--- config.mk ---
export PLATFORM = sky130hd
export DESIGN_NAME = radix_string_converter
export DESIGN_NICKNAME = d
export VERILOG_FILES = /design/src/rtl/rsc_pkg.sv /design/src/rtl/radix_string_converter.sv
export SDC_FILE = /design/constraint.sdc
export NUM_CORES = 1
export LEC_CHECK = 0
export BUFFER_PORTS_ARGS = -buffer_cell sky130_fd_sc_hd__buf_2
export CAP_MARGIN = 20
export CORE_AREA = 2 2 199 201
export CTS_BUF_LIST = sky130_fd_sc_hd__clkbuf_16
export CTS_CLUSTER_SIZE = 14
export DETAILED_ROUTE_END_ITERATION = 6
export DIE_AREA = 0 0 201 203
export HOLD_SLACK_MARGIN = 0.06
export PLACE_DENSITY = 0.77
export SLEW_MARGIN = 25
export SYNTH_ARGS = -nofsm -noshare
export SYNTH_HDL_FRONTEND = slang
export SYNTH_SLANG_ARGS = --single-unit
--- constraint.sdc ---
create_clock -name i_clk -period 7.05 [get_ports i_clk]
set_clock_uncertainty 0.2 [all_clocks]
set_input_delay 0.705 -clock i_clk [delete_from_list [all_inputs] [get_ports i_clk]]
set_output_delay 0.705 -clock i_clk [all_outputs]
set_load 0.03 [all_outputs]
--- src/rtl/rsc_pkg.sv ---
// Shared types, constants and helper functions for the radix string converter.
// Depends on nothing; imported by radix_string_converter.
package rsc_pkg;

    // Sequencer states, one-hot
    typedef enum logic [3:0] {
        S_IDLE = 4'b0001,
        S_DIV  = 4'b0010,
        S_READ = 4'b0100,
        S_EMIT = 4'b1000
    } t_state;

    // Configuration register indexes
    localparam logic [1:0] CFG_IN_RADIX  = 2'd0;
    localparam logic [1:0] CFG_OUT_RADIX = 2'd1;

    localparam int         DIGIT_DEPTH   = 32;
    localparam logic [5:0] RADIX_MIN     = 6'd2;
    localparam logic [5:0] RADIX_MAX     = 6'd36;
    localparam logic [5:0] RADIX_RESET   = 6'd10;
    localparam logic [5:0] DEC_RADIX     = 6'd10;
    localparam logic [5:0] NO_DIGIT      = 6'd63;   // never below any legal radix

    localparam logic [7:0] ASCII_ZERO    = 8'd48;
    localparam logic [7:0] ASCII_NINE    = 8'd57;
    localparam logic [7:0] ASCII_A_UP    = 8'd65;
    localparam logic [7:0] ASCII_Z_UP    = 8'd90;
    localparam logic [7:0] ASCII_A_LOW   = 8'd97;
    localparam logic [7:0] ASCII_Z_LOW   = 8'd122;
    localparam logic [7:0] LETTER_OFS    = 8'd55;   // 'A' - 10

    // Force a radix register into 2..36
    function automatic logic [5:0] clamp_radix(input logic [5:0] r);
        logic [5:0] res;
        if (r < RADIX_MIN) begin
            res = RADIX_MIN;
        end else if (r > RADIX_MAX) begin
            res = RADIX_MAX;
        end else begin
            res = r;
        end
        return res;
    endfunction

    // Digit value of a character, NO_DIGIT if it is no digit character
    function automatic logic [5:0] char_value(input logic [7:0] c);
        logic [7:0] v;
        if (c inside {[ASCII_ZERO:ASCII_NINE]}) begin
            v = c - ASCII_ZERO;
        end else if (c inside {[ASCII_A_UP:ASCII_Z_UP]}) begin
            v = c - ASCII_A_UP + 8'(DEC_RADIX);
        end else if (c inside {[ASCII_A_LOW:ASCII_Z_LOW]}) begin
            v = c - ASCII_A_LOW + 8'(DEC_RADIX);
        end else begin
            v = 8'(NO_DIGIT);
        end
        return v[5:0];
    endfunction

    // Digit value to uppercase ASCII
    function automatic logic [7:0] digit_ascii(input logic [5:0] d);
        logic [7:0] code;
        if (d < DEC_RADIX) begin
            code = {2'b00, d} + ASCII_ZERO;
        end else begin
            code = {2'b00, d} + LETTER_OFS;
        end
        return code;
    endfunction

endpackage

--- src/rtl/radix_string_converter.sv ---
// Radix string converter: a non-final character is folded in while busy stays low.
// Final character: each output digit comes from a bit-serial restoring divide over
// VALUE_BITS bits (one divider step per cycle), then a digit store read and a strobe.
// Results cannot be stalled.
// i_rst_n is synchronous, active low: clears sequencer, accumulator, flags, count;
// both radix registers return to 10. Digit store is not cleared.
module radix_string_converter #(
    parameter int VALUE_BITS = 32
) (
    input  logic       i_clk,
    input  logic       i_rst_n,
    // character beats
    input  logic       i_start,
    output logic       o_busy,
    input  logic [7:0] i_char_code,
    input  logic       i_last_char,
    // digit beats
    output logic       o_valid,
    output logic [7:0] o_digit_code,
    output logic       o_last_digit,
    output logic       o_bad_digit,
    // configuration writes
    input  logic       i_cfg_valid,
    output logic       o_cfg_ready,
    input  logic [1:0] i_cfg_index,
    input  logic [5:0] i_cfg_data
);
    import rsc_pkg::*;

    localparam int BW = (VALUE_BITS > 1) ? $clog2(VALUE_BITS) : 1;
    localparam logic [BW-1:0] LAST_BIT = BW'(VALUE_BITS - 1);
    localparam int PW = $clog2(DIGIT_DEPTH);
    localparam logic [PW-1:0] LAST_SLOT = PW'(DIGIT_DEPTH - 1);

    t_state                  r_state, n_state;
    logic [5:0]              r_in_radix, r_out_radix;
    logic [VALUE_BITS-1:0]   r_accum, n_accum;
    logic [VALUE_BITS-1:0]   r_val, n_val;
    logic [5:0]              r_rem, n_rem;
    logic [BW-1:0]           r_bit, n_bit;
    logic [PW:0]             r_cnt, n_cnt;
    logic [PW-1:0]           r_ptr, n_ptr;
    logic                    r_bad, n_bad;
    logic [5:0]              r_rd_data;
    logic [5:0]              mem [DIGIT_DEPTH];

    logic [5:0]              w_rin, w_rout, w_dval;
    logic                    w_dok;
    logic [VALUE_BITS+5:0]   w_prod;
    logic [VALUE_BITS-1:0]   w_horner;
    logic [6:0]              w_rem_sh, w_rem_nx;
    logic                    w_ge;
    logic [VALUE_BITS-1:0]   w_quo;
    logic                    w_mem_we;

    assign o_cfg_ready = 1'b1;
    assign o_busy      = (r_state != S_IDLE);

    // Radix registers
    always_ff @(posedge i_clk) begin
        if (!i_rst_n) begin
            r_in_radix  <= RADIX_RESET;
            r_out_radix <= RADIX_RESET;
        end else if (i_cfg_valid && o_cfg_ready) begin
            case (i_cfg_index)
                CFG_IN_RADIX:  r_in_radix  <= i_cfg_data;
                CFG_OUT_RADIX: r_out_radix <= i_cfg_data;
                default: ;
            endcase
        end
    end

    // Horner step: accum * radix + digit, wraps at VALUE_BITS
    assign w_rin    = clamp_radix(r_in_radix);
    assign w_rout   = clamp_radix(r_out_radix);
    assign w_dval   = char_value(i_char_code);
    assign w_dok    = (w_dval < w_rin);
    assign w_prod   = r_accum * w_rin;
    assign w_horner = w_prod[VALUE_BITS-1:0] + VALUE_BITS'(w_dval);

    // Bit-serial divider step: one quotient bit per cycle
    assign w_rem_sh = {r_rem, r_val[VALUE_BITS-1]};
    assign w_ge     = (w_rem_sh >= {1'b0, w_rout});
    assign w_rem_nx = w_ge ? (w_rem_sh - {1'b0, w_rout}) : w_rem_sh;
    assign w_quo    = {r_val[VALUE_BITS-2:0], w_ge};

    // Sequencer
    always_comb begin
        n_state  = r_state;
        n_accum  = r_accum;
        n_val    = r_val;
        n_rem    = r_rem;
        n_bit    = r_bit;
        n_cnt    = r_cnt;
        n_ptr    = r_ptr;
        n_bad    = r_bad;
        w_mem_we = 1'b0;
        case (r_state)
            S_IDLE: begin
                if (i_start) begin
                    if (w_dok) begin
                        n_accum = w_horner;
                    end else begin
                        n_bad = 1'b1;
                    end
                    if (i_last_char) begin
                        n_val   = w_dok ? w_horner : r_accum;
                        n_accum = '0;
                        n_rem   = '0;
                        n_bit   = '0;
                        n_cnt   = '0;
                        n_state = S_DIV;
                    end
                end
            end
            S_DIV: begin
                n_val = w_quo;
                n_rem = w_rem_nx[5:0];
                n_bit = r_bit + 1'b1;
                if (r_bit == LAST_BIT) begin
                    // remainder is the next digit, least significant first
                    w_mem_we = 1'b1;
                    n_cnt    = r_cnt + 1'b1;
                    n_rem    = '0;
                    n_bit    = '0;
                    if (w_quo == '0 || r_cnt[PW-1:0] == LAST_SLOT) begin
                        n_ptr   = r_cnt[PW-1:0];
                        n_state = S_READ;
                    end
                end
            end
            S_READ: begin
                n_state = S_EMIT;
            end
            S_EMIT: begin
                if (r_ptr == '0) begin
                    n_cnt   = '0;
                    n_bad   = 1'b0;
                    n_state = S_IDLE;
                end else begin
                    n_ptr   = r_ptr - 1'b1;
                    n_state = S_READ;
                end
            end
            default: begin
                n_state = S_IDLE;
            end
        endcase
    end

    // Control registers
    always_ff @(posedge i_clk) begin
        if (!i_rst_n) begin
            r_state <= S_IDLE;
            r_accum <= '0;
            r_cnt   <= '0;
            r_bad   <= 1'b0;
        end else begin
            r_state <= n_state;
            r_accum <= n_accum;
            r_cnt   <= n_cnt;
            r_bad   <= n_bad;
        end
    end

    // Datapath registers
    always_ff @(posedge i_clk) begin
        r_val <= n_val;
        r_rem <= n_rem;
        r_bit <= n_bit;
        r_ptr <= n_ptr;
    end

    // Digit store: one write port, one registered read port
    always_ff @(posedge i_clk) begin
        if (w_mem_we) begin
            mem[r_cnt[PW-1:0]] <= w_rem_nx[5:0];
        end
    end

    always_ff @(posedge i_clk) begin
        if (r_state == S_READ) begin
            r_rd_data <= mem[r_ptr];
        end
    end

    // Output beat
    assign o_valid      = (r_state == S_EMIT);
    assign o_digit_code = digit_ascii(r_rd_data);
    assign o_last_digit = (r_state == S_EMIT) && (r_ptr == '0);
    assign o_bad_digit  = r_bad;

`ifndef SYNTH
    a_valid_busy: assert property (@(posedge i_clk) disable iff (!i_rst_n)
        o_valid |-> o_busy)
        else $error("digit beat outside a conversion");
    a_last_starts: assert property (@(posedge i_clk) disable iff (!i_rst_n)
        (i_start && !o_busy && i_last_char) |=> (r_state == S_DIV))
        else $error("final character did not start division");
    a_mid_idle: assert property (@(posedge i_clk) disable iff (!i_rst_n)
        (i_start && !o_busy && !i_last_char) |=> !o_busy)
        else $error("non-final character left block busy");
    a_last_done: assert property (@(posedge i_clk) disable iff (!i_rst_n)
        (o_valid && o_last_digit) |=> (!o_busy && r_cnt == '0 && !r_bad))
        else $error("state not cleared after final digit");
    a_cnt_range: assert property (@(posedge i_clk) disable iff (!i_rst_n)
        r_cnt <= (PW+1)'(DIGIT_DEPTH))
        else $error("digit count overflow");
`endif

endmodule
Yosys cells after proc, flatten, opt, wreduce, memory -nomap -nowiden

Memories as Yosys holds them, arrays and structs flattened. A register that Yosys moved wholly into a read port is not among the register bits.
Index checks and enable logic that the tools add are counted.

Flip-flop bits (word level): 103
Memory bits (writable): 192
Input bits: 21
Output and inout bits: 13
Memories: 1

$add $sub $neg: 12
Multiply operators: 1
Magnitude comparators: 13
Eq/ne operators: 15
Muxes and demuxes: 43
Reduce and logical (&&, ||, !) cells: 20

Memory list:

| memory | depth | width | rd ports | clocked after memory_dff | wr ports | RTL line                     | source |
|---|---|---|---|---|---|---|---|
| mem    | 32    | 6     | 1        | 1                        | 1        | radix_string_converter.sv:45 | `logic [5:0] mem [DIGIT_DEPTH];` |

Operators with widths:

| cell                                                              | number |
|---|---|
| 2-to-1 mux 32 bit                                                 | 4 |
| 2-to-1 mux 6 bit                                                  | 13 |
| case mux 32 bit (2 select lines)                                  | 1 |
| adder 32 x 6 -> 32 bit                                            | 1 |
| logical NOT 32 bit                                                | 1 |
| multiplier 32 x 6 -> 32 bit                                       | 1 |
| 2-to-1 mux 5 bit                                                  | 6 |
| case mux 5 bit (2 select lines)                                   | 2 |
| case mux 6 bit (3 select lines)                                   | 1 |
| greater-or-equal comparator 8 x 7 -> 1 bit, second input constant | 2 |
| less-or-equal comparator 8 x 7 -> 1 bit, second input constant    | 2 |
| 2-to-1 mux 4 bit                                                  | 4 |
| case mux 4 bit (4 select lines)                                   | 1 |
| adder 6 x 6 -> 7 bit, second input constant                       | 2 |
| adder 6 x 4 -> 6 bit, second input constant                       | 2 |
| > comparator 6 bit, second input constant                         | 2 |
| < comparator 6 x 2 -> 1 bit, second input constant                | 2 |
| != test 2 bit, second input constant                              | 6 |
| case mux 6 bit (2 select lines)                                   | 1 |
| AND reduction 4 bit                                               | 3 |
| subtractor 6 bit, second input constant                           | 2 |
| equality test 5 bit, second input constant                        | 2 |
| greater-or-equal comparator 8 x 6 -> 1 bit, second input constant | 1 |
| less-or-equal comparator 8 x 6 -> 1 bit, second input constant    | 1 |
| 28 further kinds                                                  | 41 |

Longest topological paths before layout

Gate-level depths: netlist of the first run.

Depth after elaboration: 10
Gate-level depth with buffers: 25
Gate-level depth less buffers: 23

Worst setup path after synthesis of the first run

OpenSTA, ideal clock, no wires.

Path kind: flip-flop to flip-flop
Start: register r_in_radix[5]
End: register r_val[31], data pin
Arrival time: 5,494 ps
Slack: 1,089 ps
Stages on the path, launching flop included: 26
Path through: dfxtp_1 > buf_2 > clkbuf_1 > inv_1 > nand2_1 > nand2_1 > clkbuf_1 > and2_1 > fa_1 > inv_1 > fa_1 > inv_1 > fa_1 > inv_1 > fa_1 > inv_1 > ha_1 > and2_4 > a221oi_2 > a211oi_2 > o2111a_1 > o2111ai_2 > o211ai_2 > or3_1 > a211oi_1 > a211oi_1

Cells in the longest elaborated chain, start to end: 9
Elaborated cells between the ends (all ways): 11

RTL lines:

| element                              | RTL line                      | source |
|---|---|---|
| start: declaration                   | radix_string_converter.sv:36  | `logic [5:0] r_in_radix, r_out_radix;` |
| start signal: assignment             | radix_string_converter.sv:66  | `CFG_IN_RADIX: r_in_radix <= i_cfg_data;` |
| > comparator 6 bit                   | rsc_pkg.sv:37                 | `end else if (r > RADIX_MAX) begin` |
| 2-to-1 mux 6 bit                     | rsc_pkg.sv:37                 |  |
| 2-to-1 mux 6 bit (*)                 | rsc_pkg.sv:35                 | `if (r < RADIX_MIN) begin` |
| multiplier 32 x 6 -> 32 bit          | radix_string_converter.sv:78  | `assign w_prod = r_accum * w_rin;` |
| adder 32 x 6 -> 32 bit               | radix_string_converter.sv:79  | `assign w_horner = w_prod[VALUE_BITS-1:0] + VALUE_BITS'(w_dval);` |
| 2-to-1 mux 32 bit (*)                | --                            |  |
| 2-to-1 mux 32 bit (*)                | radix_string_converter.sv:106 | `if (i_last_char) begin` |
| 2-to-1 mux 32 bit (*)                | radix_string_converter.sv:100 | `if (i_start) begin` |
| case mux 32 bit (2 select lines) (*) | radix_string_converter.sv:98  | `case (r_state)` |
| net n_val[31]                        | radix_string_converter.sv:38  | `logic [VALUE_BITS-1:0] r_val, n_val;` |
| end signal: assignment               | radix_string_converter.sv:168 | `r_val <= n_val;` |
| end: declaration                     | radix_string_converter.sv:38  |  |

Mark *: on every way through the listed nets, which the timed path passes. The rest lies on a longest branch. The select of a mux whose other input is x is not followed.
A chain may end at the register's enable or synchronous reset.

Worst setup path after layout of the first run

Start: register r_in_radix[2]
End: register r_val[31], data pin

Same word-level chain as after synthesis.

==> metrics.txt, run 1 <==
# TYPE chip_impl_metric gauge
chip_impl_metric{name="dr_wl_met3",unit="mm"} 2.094
chip_impl_metric{name="final.min_clock_period",unit="ps"} 6492
chip_impl_metric{name="timing.final.hold_violations",unit=""} 0
chip_impl_metric{name="timing.hold.ws",unit="ps"} 193.0
chip_impl_info{name="critPathCaptureType",value="flop"} 1
chip_impl_metric{name="worstHoldPathCells",unit=""} 3
chip_impl_metric{name="io-pin-count",unit=""} 34
chip_impl_metric{name="finalWeightedCongestion",unit=""} 0.8903
chip_impl_info{name="post-synth-top-count-cell",value="edfxtp_1"} 1
chip_impl_metric{name="cts-root-to-sink-buffers",unit=""} 3
chip_impl_info{name="worstSetupPathType",value="reg -> reg"} 1
chip_impl_metric{name="cts-resized-gates",unit=""} 0
chip_impl_metric{name="tightest_slew",unit="ps"} 925.5
chip_impl_metric{name="num-nets-final",unit=""} 1803
chip_impl_metric{name="die_width",unit="µm"} 201
chip_impl_metric{name="via_count_of_the_routed_design",unit=""} 12510
chip_impl_metric{name="synth-seq-area-share",unit="%"} 44.43
chip_impl_info{name="outcome",value="completed"} 1
chip_impl_info{name="setup_repair_after_global_routing_missed_its_margin",value="no"} 1
chip_impl_metric{name="clock_insertion_delay_worst_skew",unit="ps"} 560
chip_impl_metric{name="layout-area-overhead-vs-synth",unit="%"} 7.949
chip_impl_metric{name="grt_pass1_wl",unit="mm"} 68.54
chip_impl_info{name="ctsRootBufferMaster",value="clkbuf_16"} 1
chip_impl_metric{name="power.static_leakage",unit="nW"} 8.181
chip_impl_metric{name="synth.yosys.warnings",unit=""} 0
chip_impl_metric{name="dp_slack",unit="ps"} 627.4
chip_impl_metric{name="drv.max_cap_violation_count",unit=""} 0
chip_impl_metric{name="chipHeight",unit="µm"} 203
chip_impl_metric{name="routed_wirelength_normalized_by_instance_count",unit="µm"} 20.09
chip_impl_metric{name="overflow",unit=""} 0
chip_impl_metric{name="timing.fmax",unit="MHz"} 154.0
chip_impl_metric{name="drtPass1Iterations",unit=""} 5
chip_impl_metric{name="postRouteWirelength",unit="mm"} 42.46
chip_impl_metric{name="core",unit="µm²"} 38470
chip_impl_metric{name="postSynthCellCount",unit=""} 1570
chip_impl_metric{name="portBuffers",unit=""} 31
chip_impl_metric{name="totalNegativeSetupSlack",unit="ps"} 0
chip_impl_info{name="route.top_layer_used",value="met4"} 1
chip_impl_metric{name="std_cell_rows",unit=""} 72
chip_impl_metric{name="via_per_inst",unit=""} 5.918
chip_impl_info{name="synth_top_cells_by_count",value="246 x edfxtp_1, 120 x nand2_1, 116 x and2_1"} 1
chip_impl_metric{name="total_power",unit="mW"} 3.808
chip_impl_metric{name="antenna_violating_nets_post_route",unit=""} 0
chip_impl_metric{name="report.final.setup_viol",unit=""} 0
chip_impl_metric{name="postCtsSetupBuffers",unit=""} 0
chip_impl_info{name="synthTopCellsByArea",value="edfxtp_1 39%, fa_1 12%, mux4_2 7.1%"} 1
chip_impl_metric{name="hpwl_reported_at_the_end_of_detailed_placement",unit="mm"} 30.20
chip_impl_metric{name="synth_fp_nets",unit=""} 1797
chip_impl_metric{name="postLayoutSetupSlackWorst",unit="ps"} 557.6
chip_impl_info{name="synth-main-ff-cell",value="edfxtp_1"} 1
chip_impl_metric{name="critPathMaxFanout",unit=""} 17
chip_impl_metric{name="synth-edff-count",unit=""} 246
chip_impl_metric{name="synth_area",unit="µm²"} 19060
chip_impl_metric{name="timing.final.crit_share",unit="%"} 92.09
chip_impl_info{name="worst_setup_path_start_kind",value="flop"} 1
chip_impl_metric{name="critical_path_required",unit="ps"} 7140
chip_impl_metric{name="antenna_violations_before_repair",unit=""} 0
chip_impl_info{name="hp-class",value="in -> reg"} 1
chip_impl_metric{name="reg2regPathDepth",unit=""} 18
chip_impl_metric{name="share_of_the_core_filled_with_cells",unit="%"} 53.49
chip_impl_metric{name="die_area",unit="µm²"} 40800
chip_impl_metric{name="post_cts_hold_buffer_count",unit=""} 0
chip_impl_metric{name="post-place-cells",unit=""} 2063
chip_impl_metric{name="initialDrtViolationCount",unit=""} 1040
chip_impl_info{name="tritoncts",value="built"} 1
chip_impl_metric{name="vdd_ir_drop_max",unit="mV"} 0.1834
chip_impl_metric{name="cts_max_level",unit=""} 1
chip_impl_metric{name="detailed_place.area",unit="µm²"} 19690
chip_impl_metric{name="cts.sinks",unit=""} 300
chip_impl_metric{name="fillCellCount",unit=""} 3170
chip_impl_metric{name="final-max-slew-violation-count",unit=""} 0
chip_impl_metric{name="netlist.area_leader.share",unit="%"} 38.76
chip_impl_metric{name="avgSynthCellArea",unit="µm²"} 12.14
chip_impl_metric{name="detail_route.drc_violations",unit=""} 0
chip_impl_metric{name="grt_start_max_net_pins",unit=""} 51
chip_impl_metric{name="gr-usage-all-layers",unit="%"} 20.98
chip_impl_metric{name="fin_area",unit="µm²"} 20580
chip_impl_metric{name="initial_core_util",unit="%"} 49.55
chip_impl_metric{name="post_synth_num_cell_types",unit=""} 81
chip_impl_metric{name="antenna_cells",unit=""} 0
chip_impl_metric{name="crit_arrival",unit="ps"} 6590
chip_impl_metric{name="slew_headroom",unit="%"} 38.30
chip_impl_metric{name="met2WireLength",unit="mm"} 21.65
chip_impl_info{name="synth_top_cell_by_area",value="edfxtp_1"} 1
chip_impl_metric{name="cts_made_buffers",unit=""} 29
chip_impl_metric{name="fin_cells",unit=""} 2114
chip_impl_metric{name="power.density",unit="nW/µm²"} 185.1
chip_impl_metric{name="wl_met1",unit="mm"} 17.78
chip_impl_metric{name="via_count_of_the_first_global_routing_pass",unit=""} 12780
chip_impl_metric{name="synth-seq-cells",unit=""} 300
chip_impl_metric{name="fraction_of_layout_instances_using_a_drive_strength_above_1",unit="%"} 13.03
chip_impl_metric{name="cts.clk_slew.worst_paths",unit="ps"} 80
chip_impl_metric{name="ys_async_sr_fraction",unit="%"} 0
==> path summary, 6_finish.rpt <==
path | from | to | slack (ps)
worst max-delay path | r_in_radix[2]$_SDFFE_PN0P_ | r_val[31]$_DFFE_PP_ | 560
worst min-delay path | i_cfg_data[1] | r_in_radix[1]$_SDFFE_PN1P_ | 190
worst max register to register | r_in_radix[2]$_SDFFE_PN0P_ | r_val[31]$_DFFE_PP_ | 560
worst min register to register | r_out_radix[0]$_SDFFE_PN0P_ | r_out_radix[0]$_SDFFE_PN0P_ | 340
==> sequential cells by signal, indices dropped and copies added, names as in the netlist <==
| signal | count |
|---|---|
| r_state | 4 |
| r_rem | 6 |
| r_cnt | 5 |
| r_in_radix | 6 |
| r_bit | 5 |
| r_val | 32 |
| o_bad_digit | 1 |
| r_rd_data | 6 |
| r_out_radix | 6 |
| mem | 192 |
| r_accum | 32 |
| r_ptr | 5 |
==> critical path, cell delays in order, from the launching register on <==
cell and delay, ps:
dfxtp_1 370, nor3_2 310, mux2i_2 690, buf_4 350, and3_1 200, fa_1 440, fa_1 480, fa_1 490
ha_1 300, ha_1 410, a21oi_1 230, nor2_1 80, nor3_1 340, o211ai_1 200, o2111ai_2 240, o211ai_2 190
or3_1 390, a211oi_1 230, a211oi_1 80
==> report_power, final <==
group          total (mW)  leakage (nW)  switching [mW]  internal (mW)
sequential           2.03          2.68          0.0256           2.01
combinational       0.343          5.05           0.241          0.102
clock                1.43         0.450           0.650          0.785
total                3.81          8.18           0.917           2.89
==> cells by family (layout without fill, tap and decap cells) <==
logic type	count (synthesis)	in the layout	share of synthesized area [%]
other cells	2	2	0.03940
buf+inv	147	173	3.492
simple gates	540	540	14.84
fa+ha+maj	206	206	17.97
compound gates	244	244	8.606
xor+xnor	45	45	2.107
flops	300	300	44.43
mux	86	86	8.520
==> cells in the final DEF, fill, tap and decap left out, drive strengths merged, types with 15 or more instances in the layout <==
| master | netlist | layout |
|---|---|---|
| a21oi | 62 | 62 |
| a31oi | 15 | 15 |
| and2 | 119 | 119 |
| and3 | 40 | 40 |
| buf | 28 | 51 |
| clkbuf | 48 | 29 |
| dfxtp | 54 | 54 |
| edfxtp | 246 | 246 |
| fa | 113 | 113 |
| ha | 93 | 93 |
| inv | 71 | 80 |
| mux2i | 16 | 16 |
| mux4 | 60 | 60 |
| nand2 | 120 | 120 |
| nand3 | 26 | 26 |
| nor2 | 112 | 112 |
| nor2b | 59 | 59 |
| o21ai | 64 | 64 |
| xnor2 | 34 | 34 |
==> layer usage <==
layer | vias to the layer above | GRT usage [%]
li1 | 5670 | -
met1 | 6329 | 27.45
met2 | 422 | 37.61
met3 | 90 | 2.071
met4 | 0 | 5.291
met5 | - | 0
==> layout make-up <==
type	count	area, µm²	share of cell area (%)
multi-input cells	1123	10020	48.68
clock buffers	29	725.7	3.527
clock inverters	22	143.9	0.6993
repair buffers	51	305.3	1.484
well taps	518	648.1	3.150
inverters	71	266.5	1.295
flip-flops and latches	300	8469	41.16
Note: power is estimated with default switching activity, not from simulation.
==> run 2: changes to the inputs <==
--- a/config.mk
+++ b/config.mk
@@ -7,13 +7,13 @@
 export LEC_CHECK = 0
 export BUFFER_PORTS_ARGS = -buffer_cell sky130_fd_sc_hd__buf_2
 export CAP_MARGIN = 20
-export CORE_AREA = 2 2 199 201
+export CORE_AREA = 2 2 237 239
 export CTS_BUF_LIST = sky130_fd_sc_hd__clkbuf_16
 export CTS_CLUSTER_SIZE = 14
 export DETAILED_ROUTE_END_ITERATION = 6
-export DIE_AREA = 0 0 201 203
+export DIE_AREA = 0 0 239 241
 export HOLD_SLACK_MARGIN = 0.06
-export PLACE_DENSITY = 0.77
+export PLACE_DENSITY = 0.61
 export SLEW_MARGIN = 25
 export SYNTH_ARGS = -nofsm -noshare
 export SYNTH_HDL_FRONTEND = slang
==> metrics.txt, run 2 (same netlist as run 1, synthesis figures left out) <==
# TYPE chip_impl_metric gauge
chip_impl_info{name="outcome",value="completed"} 1
chip_impl_metric{name="chipHeight",unit="µm"} 241
chip_impl_metric{name="cell_int_power",unit="mW"} 2.902
chip_impl_metric{name="std_cell_rows",unit=""} 86
chip_impl_metric{name="cts-resized-gates",unit=""} 0
chip_impl_metric{name="clock_insertion_delay_worst_skew",unit="ps"} 590
chip_impl_info{name="min_delay_worst_endpoint",value="r_in_radix[1]$_SDFFE_PN1P_"} 1
chip_impl_metric{name="initialDrtViolationCount",unit=""} 789
chip_impl_metric{name="drtPass1Iterations",unit=""} 5
chip_impl_metric{name="power.density",unit="nW/µm²"} 185.0
chip_impl_metric{name="finalWeightedCongestion",unit=""} 0.8756
chip_impl_info{name="final_common_cell",value="edfxtp_1"} 1
chip_impl_info{name="ctsRootBufferMaster",value="clkbuf_16"} 1
chip_impl_info{name="min-delay-start",value="i_cfg_data[1]"} 1
chip_impl_metric{name="cts.sinks",unit=""} 300
chip_impl_metric{name="grt_start_max_net_pins",unit=""} 51
chip_impl_metric{name="largest_reg_flops",unit=""} 192
chip_impl_metric{name="cts.clk_slew.worst_paths",unit="ps"} 70
chip_impl_info{name="most-common-layout-cells",value="246 x edfxtp_1, 120 x nand2_1, 116 x and2_1, 113 x fa_1, 109 x nor2_1"} 1
chip_impl_metric{name="share_of_the_core_filled_with_cells",unit="%"} 38.02
chip_impl_metric{name="final-max-slew-violation-count",unit=""} 0
chip_impl_metric{name="cts_max_level",unit=""} 1
chip_impl_info{name="worst_setup_path_start_kind",value="flop"} 1
chip_impl_info{name="rr_startpoint",value="r_in_radix[2]$_SDFFE_PN0P_"} 1
chip_impl_metric{name="via_count_of_the_routed_design",unit=""} 12300
chip_impl_metric{name="worstHoldPathCells",unit=""} 3
chip_impl_info{name="critPathCaptureType",value="flop"} 1
chip_impl_metric{name="timing.final.crit_share",unit="%"} 87.84
chip_impl_metric{name="critical_path.max_stage_delay",unit="ps"} 530
chip_impl_metric{name="fraction_of_layout_instances_using_a_drive_strength_above_1",unit="%"} 12.86
chip_impl_metric{name="totalNegativeSetupSlack",unit="ps"} 0
chip_impl_info{name="hp-class",value="in -> reg"} 1
chip_impl_info{name="timing.rr.end",value="r_val[31]$_DFFE_PP_"} 1
chip_impl_metric{name="critPathMaxFanout",unit=""} 17
chip_impl_info{name="path_cells",value="nor3_2, mux2i_2, buf_4, and3_1, fa_1, inv_1, fa_1, inv_1, fa_1, inv_1, fa_1, inv_1, ha_1, and2_4, a221oi_2, a211oi_2, o2111a_1, o2111ai_2, o211ai_2, or3_1, a211oi_1, a211oi_1"} 1
chip_impl_metric{name="cts-root-to-sink-buffers",unit=""} 3
chip_impl_metric{name="critical_path.n_buffers_inverters",unit=""} 5
chip_impl_info{name="tritoncts",value="built"} 1
chip_impl_metric{name="swShare",unit="%"} 24.81
chip_impl_metric{name="final.min_clock_period",unit="ps"} 6193
chip_impl_metric{name="share_comb_of_total_power",unit="%"} 9.1
chip_impl_metric{name="timing.final.hold_violations",unit=""} 0
chip_impl_metric{name="reg2regPathDepth",unit=""} 22
chip_impl_metric{name="timing.fmax",unit="MHz"} 161.5
chip_impl_metric{name="overflow",unit=""} 0
chip_impl_metric{name="report.final.setup_viol",unit=""} 0
chip_impl_metric{name="ff2ff_setup_slack",unit="ps"} 860
chip_impl_info{name="worstSetupPathType",value="reg -> reg"} 1
chip_impl_metric{name="antenna_cells",unit=""} 0
chip_impl_metric{name="clockPowerShare",unit="%"} 38.2
chip_impl_metric{name="num-nets-final",unit=""} 1806
chip_impl_metric{name="drv.max_cap_violation_count",unit=""} 0
chip_impl_metric{name="total_power",unit="mW"} 3.860
chip_impl_metric{name="hpwl_reported_at_the_end_of_detailed_placement",unit="mm"} 31.49
chip_impl_metric{name="gr-usage-all-layers",unit="%"} 15.82
chip_impl_metric{name="pwr-share-seq",unit="%"} 52.6
chip_impl_metric{name="cts_made_buffers",unit=""} 30
chip_impl_metric{name="layout-area-overhead-vs-synth",unit="%"} 9.452
chip_impl_metric{name="post_cts_hold_buffer_count",unit=""} 0
chip_impl_metric{name="crit_arrival",unit="ps"} 6310
chip_impl_metric{name="vdd_ir_drop_max",unit="mV"} 0.1940
chip_impl_metric{name="crit_cells",unit=""} 22
chip_impl_metric{name="io-pin-count",unit=""} 34
chip_impl_metric{name="routed_wirelength_normalized_by_instance_count",unit="µm"} 19.17
chip_impl_metric{name="grt_pass1_wl",unit="mm"} 72.00
chip_impl_metric{name="via_per_inst",unit=""} 5.336
chip_impl_metric{name="postCtsSetupBuffers",unit=""} 0
chip_impl_metric{name="slew_headroom",unit="%"} 35.79
chip_impl_metric{name="antenna_violations_before_repair",unit=""} 1
chip_impl_metric{name="die_area",unit="µm²"} 57600
chip_impl_metric{name="via_count_of_the_first_global_routing_pass",unit=""} 12970
chip_impl_metric{name="initial_core_util",unit="%"} 34.73
chip_impl_metric{name="core",unit="µm²"} 54880
chip_impl_metric{name="portBuffers",unit=""} 31
chip_impl_metric{name="critical_path_required",unit="ps"} 7170
chip_impl_info{name="cell_class_contributing_the_biggest_share_of_worst_path_delay",value="adder cells"} 1
chip_impl_info{name="setup_repair_after_global_routing_missed_its_margin",value="no"} 1
chip_impl_metric{name="tightest_slew",unit="ps"} 963.2
chip_impl_metric{name="power.static_leakage",unit="nW"} 8.195
chip_impl_metric{name="die_width",unit="µm"} 239
chip_impl_metric{name="antenna_violating_nets_post_route",unit=""} 0
chip_impl_info{name="slowest_stage",value="fa_1"} 1
chip_impl_metric{name="p_sw",unit="mW"} 0.9578
chip_impl_metric{name="detail_route.drc_violations",unit=""} 0
chip_impl_metric{name="postRouteWirelength",unit="mm"} 44.20
run 2: changes by cell type in the layout (fill, tap and decap cells not counted), moves of 2 or more:
cell / delta
clkinv_1: +8
clkinv_2: -3
inv_6: -3
buf_4: +2
clkbuf_16: +2
run 2: worst max-delay path by stage:
stage | startpoint | end | slack (ps)
2_1_floorplan | r_in_radix[5]$_SDFFE_PN0P_ | r_val[31]$_DFFE_PP_ | 1090
3_3_place_gp | r_in_radix[2]$_SDFFE_PN0P_ | r_val[31]$_DFFE_PP_ | 980
3_5_place_dp | r_in_radix[2]$_SDFFE_PN0P_ | r_val[31]$_DFFE_PP_ | 900
4_1_cts | r_in_radix[2]$_SDFFE_PN0P_ | r_val[31]$_DFFE_PP_ | 880
5_1_grt | r_in_radix[2]$_SDFFE_PN0P_ | r_val[19]$_DFFE_PP_ | 480
6_report | r_in_radix[2]$_SDFFE_PN0P_ | r_val[31]$_DFFE_PP_ | 860
run 2: cell type report:
cell class,count,area [µm²]
fillers,5177,34020
clock buffers,31,775.7
multi-input cells,1123,10020
inverters,71,266.5
repair buffers,53,320.3
flip-flops and latches,300,8468
well taps,704,880.8
clock inverters,24,131.4
run 2: power by group through the flow:
stage	clock, mW	sequential, mW	combinational (mW)
global placement	0	2.07	0.344
CTS	1.51	2.03	0.356
finish	1.48	2.03	0.353
floorplan	0	2.06	0.228
global route	1.57	2.03	0.394
detailed placement	0	2.07	0.355
run 2: routing by layer:
metal | global-route usage [%] | routed length [µm] | vias up
li1 | - | - | 5677
met2 | 26.51 | 20850 | 311
met5 | 0 | 0 | -
met1 | 21.34 | 19940 | 6240
met4 | 4.962 | 1108 | 0
met3 | 2.127 | 2300 | 76
run 2: worst min-delay path: stages:
cell and delay (ps):
buf_2 120, mux2i_1 70, nand2_1 60
run 2: metrics by stage:
step / setup WS (ps) / cells / area (µm²) / hold WS, ps
after floorplan: 1089 / 1570 / 19060 / 267.3
after global placement: 980.4 / 2251 / 19940 / 261.8
after detailed placement: 895.6 / 2251 / 19950 / 276.9
after CTS: 875.6 / 2306 / 20860 / 182.9
after global routing: 475.8 / 2306 / 20860 / 204.6
final: 857.0 / 2306 / 20860 / 207.9
==> run 3: changes to the inputs <==
--- a/config.mk
+++ b/config.mk
@@ -9,11 +9,11 @@
 export CAP_MARGIN = 20
 export CORE_AREA = 2 2 237 239
 export CTS_BUF_LIST = sky130_fd_sc_hd__clkbuf_16
-export CTS_CLUSTER_SIZE = 14
+export CTS_CLUSTER_SIZE = 20
 export DETAILED_ROUTE_END_ITERATION = 6
 export DIE_AREA = 0 0 239 241
 export HOLD_SLACK_MARGIN = 0.06
-export PLACE_DENSITY = 0.61
+export PLACE_DENSITY = 0.47
 export SLEW_MARGIN = 25
 export SYNTH_ARGS = -nofsm -noshare
 export SYNTH_HDL_FRONTEND = slang
==> metrics.txt, run 3 (same netlist as run 1, synthesis figures left out) <==
# TYPE chip_impl_metric gauge
chip_impl_info{name="outcome",value="completed"} 1
chip_impl_metric{name="finalWeightedCongestion",unit=""} 0.8022
chip_impl_metric{name="swShare",unit="%"} 23.51
chip_impl_metric{name="die_area",unit="µm²"} 57600
chip_impl_metric{name="power.static_leakage",unit="nW"} 8.362
chip_impl_metric{name="timing.final.crit_share",unit="%"} 88.25
chip_impl_metric{name="power.density",unit="nW/µm²"} 201.3
chip_impl_metric{name="totalNegativeSetupSlack",unit="ps"} 0
chip_impl_metric{name="io-pin-count",unit=""} 34
chip_impl_metric{name="crit_arrival",unit="ps"} 6280
chip_impl_info{name="cell_class_contributing_the_biggest_share_of_worst_path_delay",value="adder cells"} 1
chip_impl_metric{name="cts_max_level",unit=""} 2
chip_impl_info{name="setup_repair_after_global_routing_missed_its_margin",value="no"} 1
chip_impl_metric{name="final-max-slew-violation-count",unit=""} 0
chip_impl_metric{name="cts_made_buffers",unit=""} 35
chip_impl_metric{name="timing.fmax",unit="MHz"} 160.7
chip_impl_metric{name="detail_route.drc_violations",unit=""} 0
chip_impl_metric{name="portBuffers",unit=""} 31
chip_impl_metric{name="final.min_clock_period",unit="ps"} 6222
chip_impl_metric{name="overflow",unit=""} 0
chip_impl_metric{name="post-place-cells",unit=""} 2254
chip_impl_metric{name="ff2ff_setup_slack",unit="ps"} 830
chip_impl_metric{name="initial_core_util",unit="%"} 34.73
chip_impl_metric{name="critical_path.max_stage_delay",unit="ps"} 540
chip_impl_metric{name="tightest_slew",unit="ps"} 947.7
chip_impl_info{name="final_common_cell",value="edfxtp_1"} 1
chip_impl_info{name="worst_setup_path_start_kind",value="flop"} 1
chip_impl_metric{name="cts-root-to-sink-buffers",unit=""} 3
chip_impl_metric{name="grt_start_max_net_pins",unit=""} 51
chip_impl_metric{name="initialDrtViolationCount",unit=""} 880
chip_impl_metric{name="postRouteWirelength",unit="mm"} 48.14
chip_impl_metric{name="share_comb_of_total_power",unit="%"} 8.5
chip_impl_metric{name="critical_path_required",unit="ps"} 7110
chip_impl_metric{name="routed_wirelength_normalized_by_instance_count",unit="µm"} 20.78
chip_impl_metric{name="p_sw",unit="mW"} 1.001
chip_impl_metric{name="chipHeight",unit="µm"} 241
chip_impl_metric{name="postCtsSetupBuffers",unit=""} 0
chip_impl_metric{name="cts.clk_slew.worst_paths",unit="ps"} 60
chip_impl_metric{name="slew_headroom",unit="%"} 36.66
chip_impl_metric{name="pwr-share-seq",unit="%"} 47.7
chip_impl_metric{name="post_cts_hold_buffer_count",unit=""} 0
chip_impl_metric{name="critPathMaxFanout",unit=""} 6
chip_impl_metric{name="layout-area-overhead-vs-synth",unit="%"} 10.98
chip_impl_metric{name="gr-usage-all-layers",unit="%"} 17.06
chip_impl_metric{name="clock_insertion_delay_worst_skew",unit="ps"} 520
chip_impl_metric{name="fraction_of_layout_instances_using_a_drive_strength_above_1",unit="%"} 13.65
chip_impl_info{name="slowest_stage",value="fa_1"} 1
chip_impl_metric{name="via_per_inst",unit=""} 5.248
chip_impl_info{name="min-delay-start",value="i_cfg_data[0]"} 1
chip_impl_metric{name="antenna_violating_nets_post_route",unit=""} 0
chip_impl_metric{name="fin_area",unit="µm²"} 21150
chip_impl_metric{name="vdd_ir_drop_max",unit="mV"} 0.1369
chip_impl_metric{name="largest_reg_flops",unit=""} 192
chip_impl_metric{name="detailed_place.area",unit="µm²"} 19960
chip_impl_info{name="critPathCaptureType",value="flop"} 1
chip_impl_metric{name="hpwl_reported_at_the_end_of_detailed_placement",unit="mm"} 33.57
chip_impl_metric{name="drv.max_cap_violation_count",unit=""} 0
chip_impl_info{name="path_cells",value="nor3_2, or2_2, nand2_1, nand2_1, and2_1, fa_1, inv_1, fa_1, inv_1, fa_1, inv_1, fa_1, inv_1, ha_1, and2_4, a221oi_2, a211oi_2, o2111a_1, o2111ai_2, o211ai_2, or3_1, a211oi_1, a211oi_1"} 1
chip_impl_metric{name="std_cell_rows",unit=""} 86
chip_impl_info{name="rr_startpoint",value="r_in_radix[2]$_SDFFE_PN0P_"} 1
chip_impl_info{name="tritoncts",value="built"} 1
chip_impl_info{name="ctsRootBufferMaster",value="clkbuf_16"} 1
chip_impl_metric{name="antenna_violations_before_repair",unit=""} 0
chip_impl_metric{name="cts-resized-gates",unit=""} 0
chip_impl_info{name="startpoint",value="r_in_radix[2]$_SDFFE_PN0P_"} 1
chip_impl_metric{name="timing.hold.ws",unit="ps"} 256.3
chip_impl_metric{name="num-nets-final",unit=""} 1814
chip_impl_metric{name="fillCellCount",unit=""} 5239
chip_impl_metric{name="cell_int_power",unit="mW"} 3.256
chip_impl_info{name="worstSetupPathType",value="reg -> reg"} 1
chip_impl_metric{name="grt_pass1_wl",unit="mm"} 75.33
chip_impl_metric{name="report.final.setup_viol",unit=""} 0
chip_impl_metric{name="die_width",unit="µm"} 239
chip_impl_info{name="hp-class",value="in -> reg"} 1
chip_impl_metric{name="core",unit="µm²"} 54880
chip_impl_metric{name="clockPowerShare",unit="%"} 43.9
chip_impl_metric{name="via_count_of_the_first_global_routing_pass",unit=""} 12410
chip_impl_metric{name="cts.sinks",unit=""} 300
chip_impl_metric{name="critical_path.n_buffers_inverters",unit=""} 4
chip_impl_metric{name="fin_cells",unit=""} 2317
chip_impl_metric{name="timing.final.hold_violations",unit=""} 0
chip_impl_info{name="most-common-layout-cells",value="246 x edfxtp_1, 120 x nand2_1, 116 x and2_1, 113 x fa_1, 109 x nor2_1"} 1
chip_impl_metric{name="via_count_of_the_routed_design",unit=""} 12160
chip_impl_metric{name="drtPass1Iterations",unit=""} 5
run 3: cell count changes in the layout (fill, tap and decap cells not counted), sizes merged:
cell,previous run,this run
bufinv,0,6
clkbuf,31,36
clkinv,15,10
buf,53,56
inv,77,80
clkinvlp,3,1
diode,0,1
run 3: stage by stage:
stage	power, mW	utilization (%)	setup WS (ps)
2_1_floorplan	2.289	-	1089
3_3_place_gp	2.425	36.37	940.4
3_5_place_dp	2.432	36.38	880.3
4_1_cts	4.315	38.54	833.6
5_1_grt	4.418	38.54	487.9
6_report	4.257	38.55	828.2
run 3: final timing paths:
kind                                 endpoint  cells past startpoint
setup / recovery          r_val[31]$_DFFE_PP_                     23
hold reg to reg      o_bad_digit$_SDFFE_PN0P_                      2
hold / removal    r_out_radix[0]$_SDFFE_PN0P_                      3
setup reg to reg          r_val[31]$_DFFE_PP_                     23
run 3: power groups by stage:
| stage | clock network, mW | logic [mW] | registers (mW) |
|---|---|---|---|
| after detailed placement | 0 | 0.365 | 2.07 |
| after global routing | 1.98 | 0.401 | 2.03 |
| final | 1.87 | 0.361 | 2.03 |
| after CTS | 1.92 | 0.366 | 2.03 |
| after floorplan | 0 | 0.228 | 2.06 |
| after global placement | 0 | 0.358 | 2.07 |
run 3: layout make-up:
cell class | instances | area, µm² | share of cell area [%]
Clock buffer | 36 | 900.9 | 4.259
Clock inverter | 26 | 282.8 | 1.337
Antenna cell | 1 | 2.502 | 0.01183
Inverter | 71 | 266.5 | 1.260
Multi-Input combinational cell | 1123 | 10010 | 47.30
Timing Repair Buffer | 56 | 346.6 | 1.638
Tap cell | 704 | 880.8 | 4.164
Sequential cell | 300 | 8468 | 40.03
run 3: routing by layer:
metal	up-vias	track usage [%]	routed length (µm)
li1	5693	-	-
met1	6175	25.72	24280
met2	243	26.20	21020
met3	48	2.059	2073
met4	0	3.939	772
met5	-	0	0
run 3: worst reg2reg max path, cell delays in order (launching register included):
cell and delay (ps):
dfxtp_1 450, nor3_2 110, or2_2 300, nand2_1 70
nand2_1 70, and2_1 170, fa_1 510, inv_1 50
fa_1 470, inv_1 50, fa_1 540, inv_1 60
fa_1 540, inv_1 50, ha_1 340, and2_4 190
a221oi_2 300, a211oi_2 170, o2111a_1 290, o2111ai_2 200
o211ai_2 190, or3_1 380, a211oi_1 210, a211oi_1 60
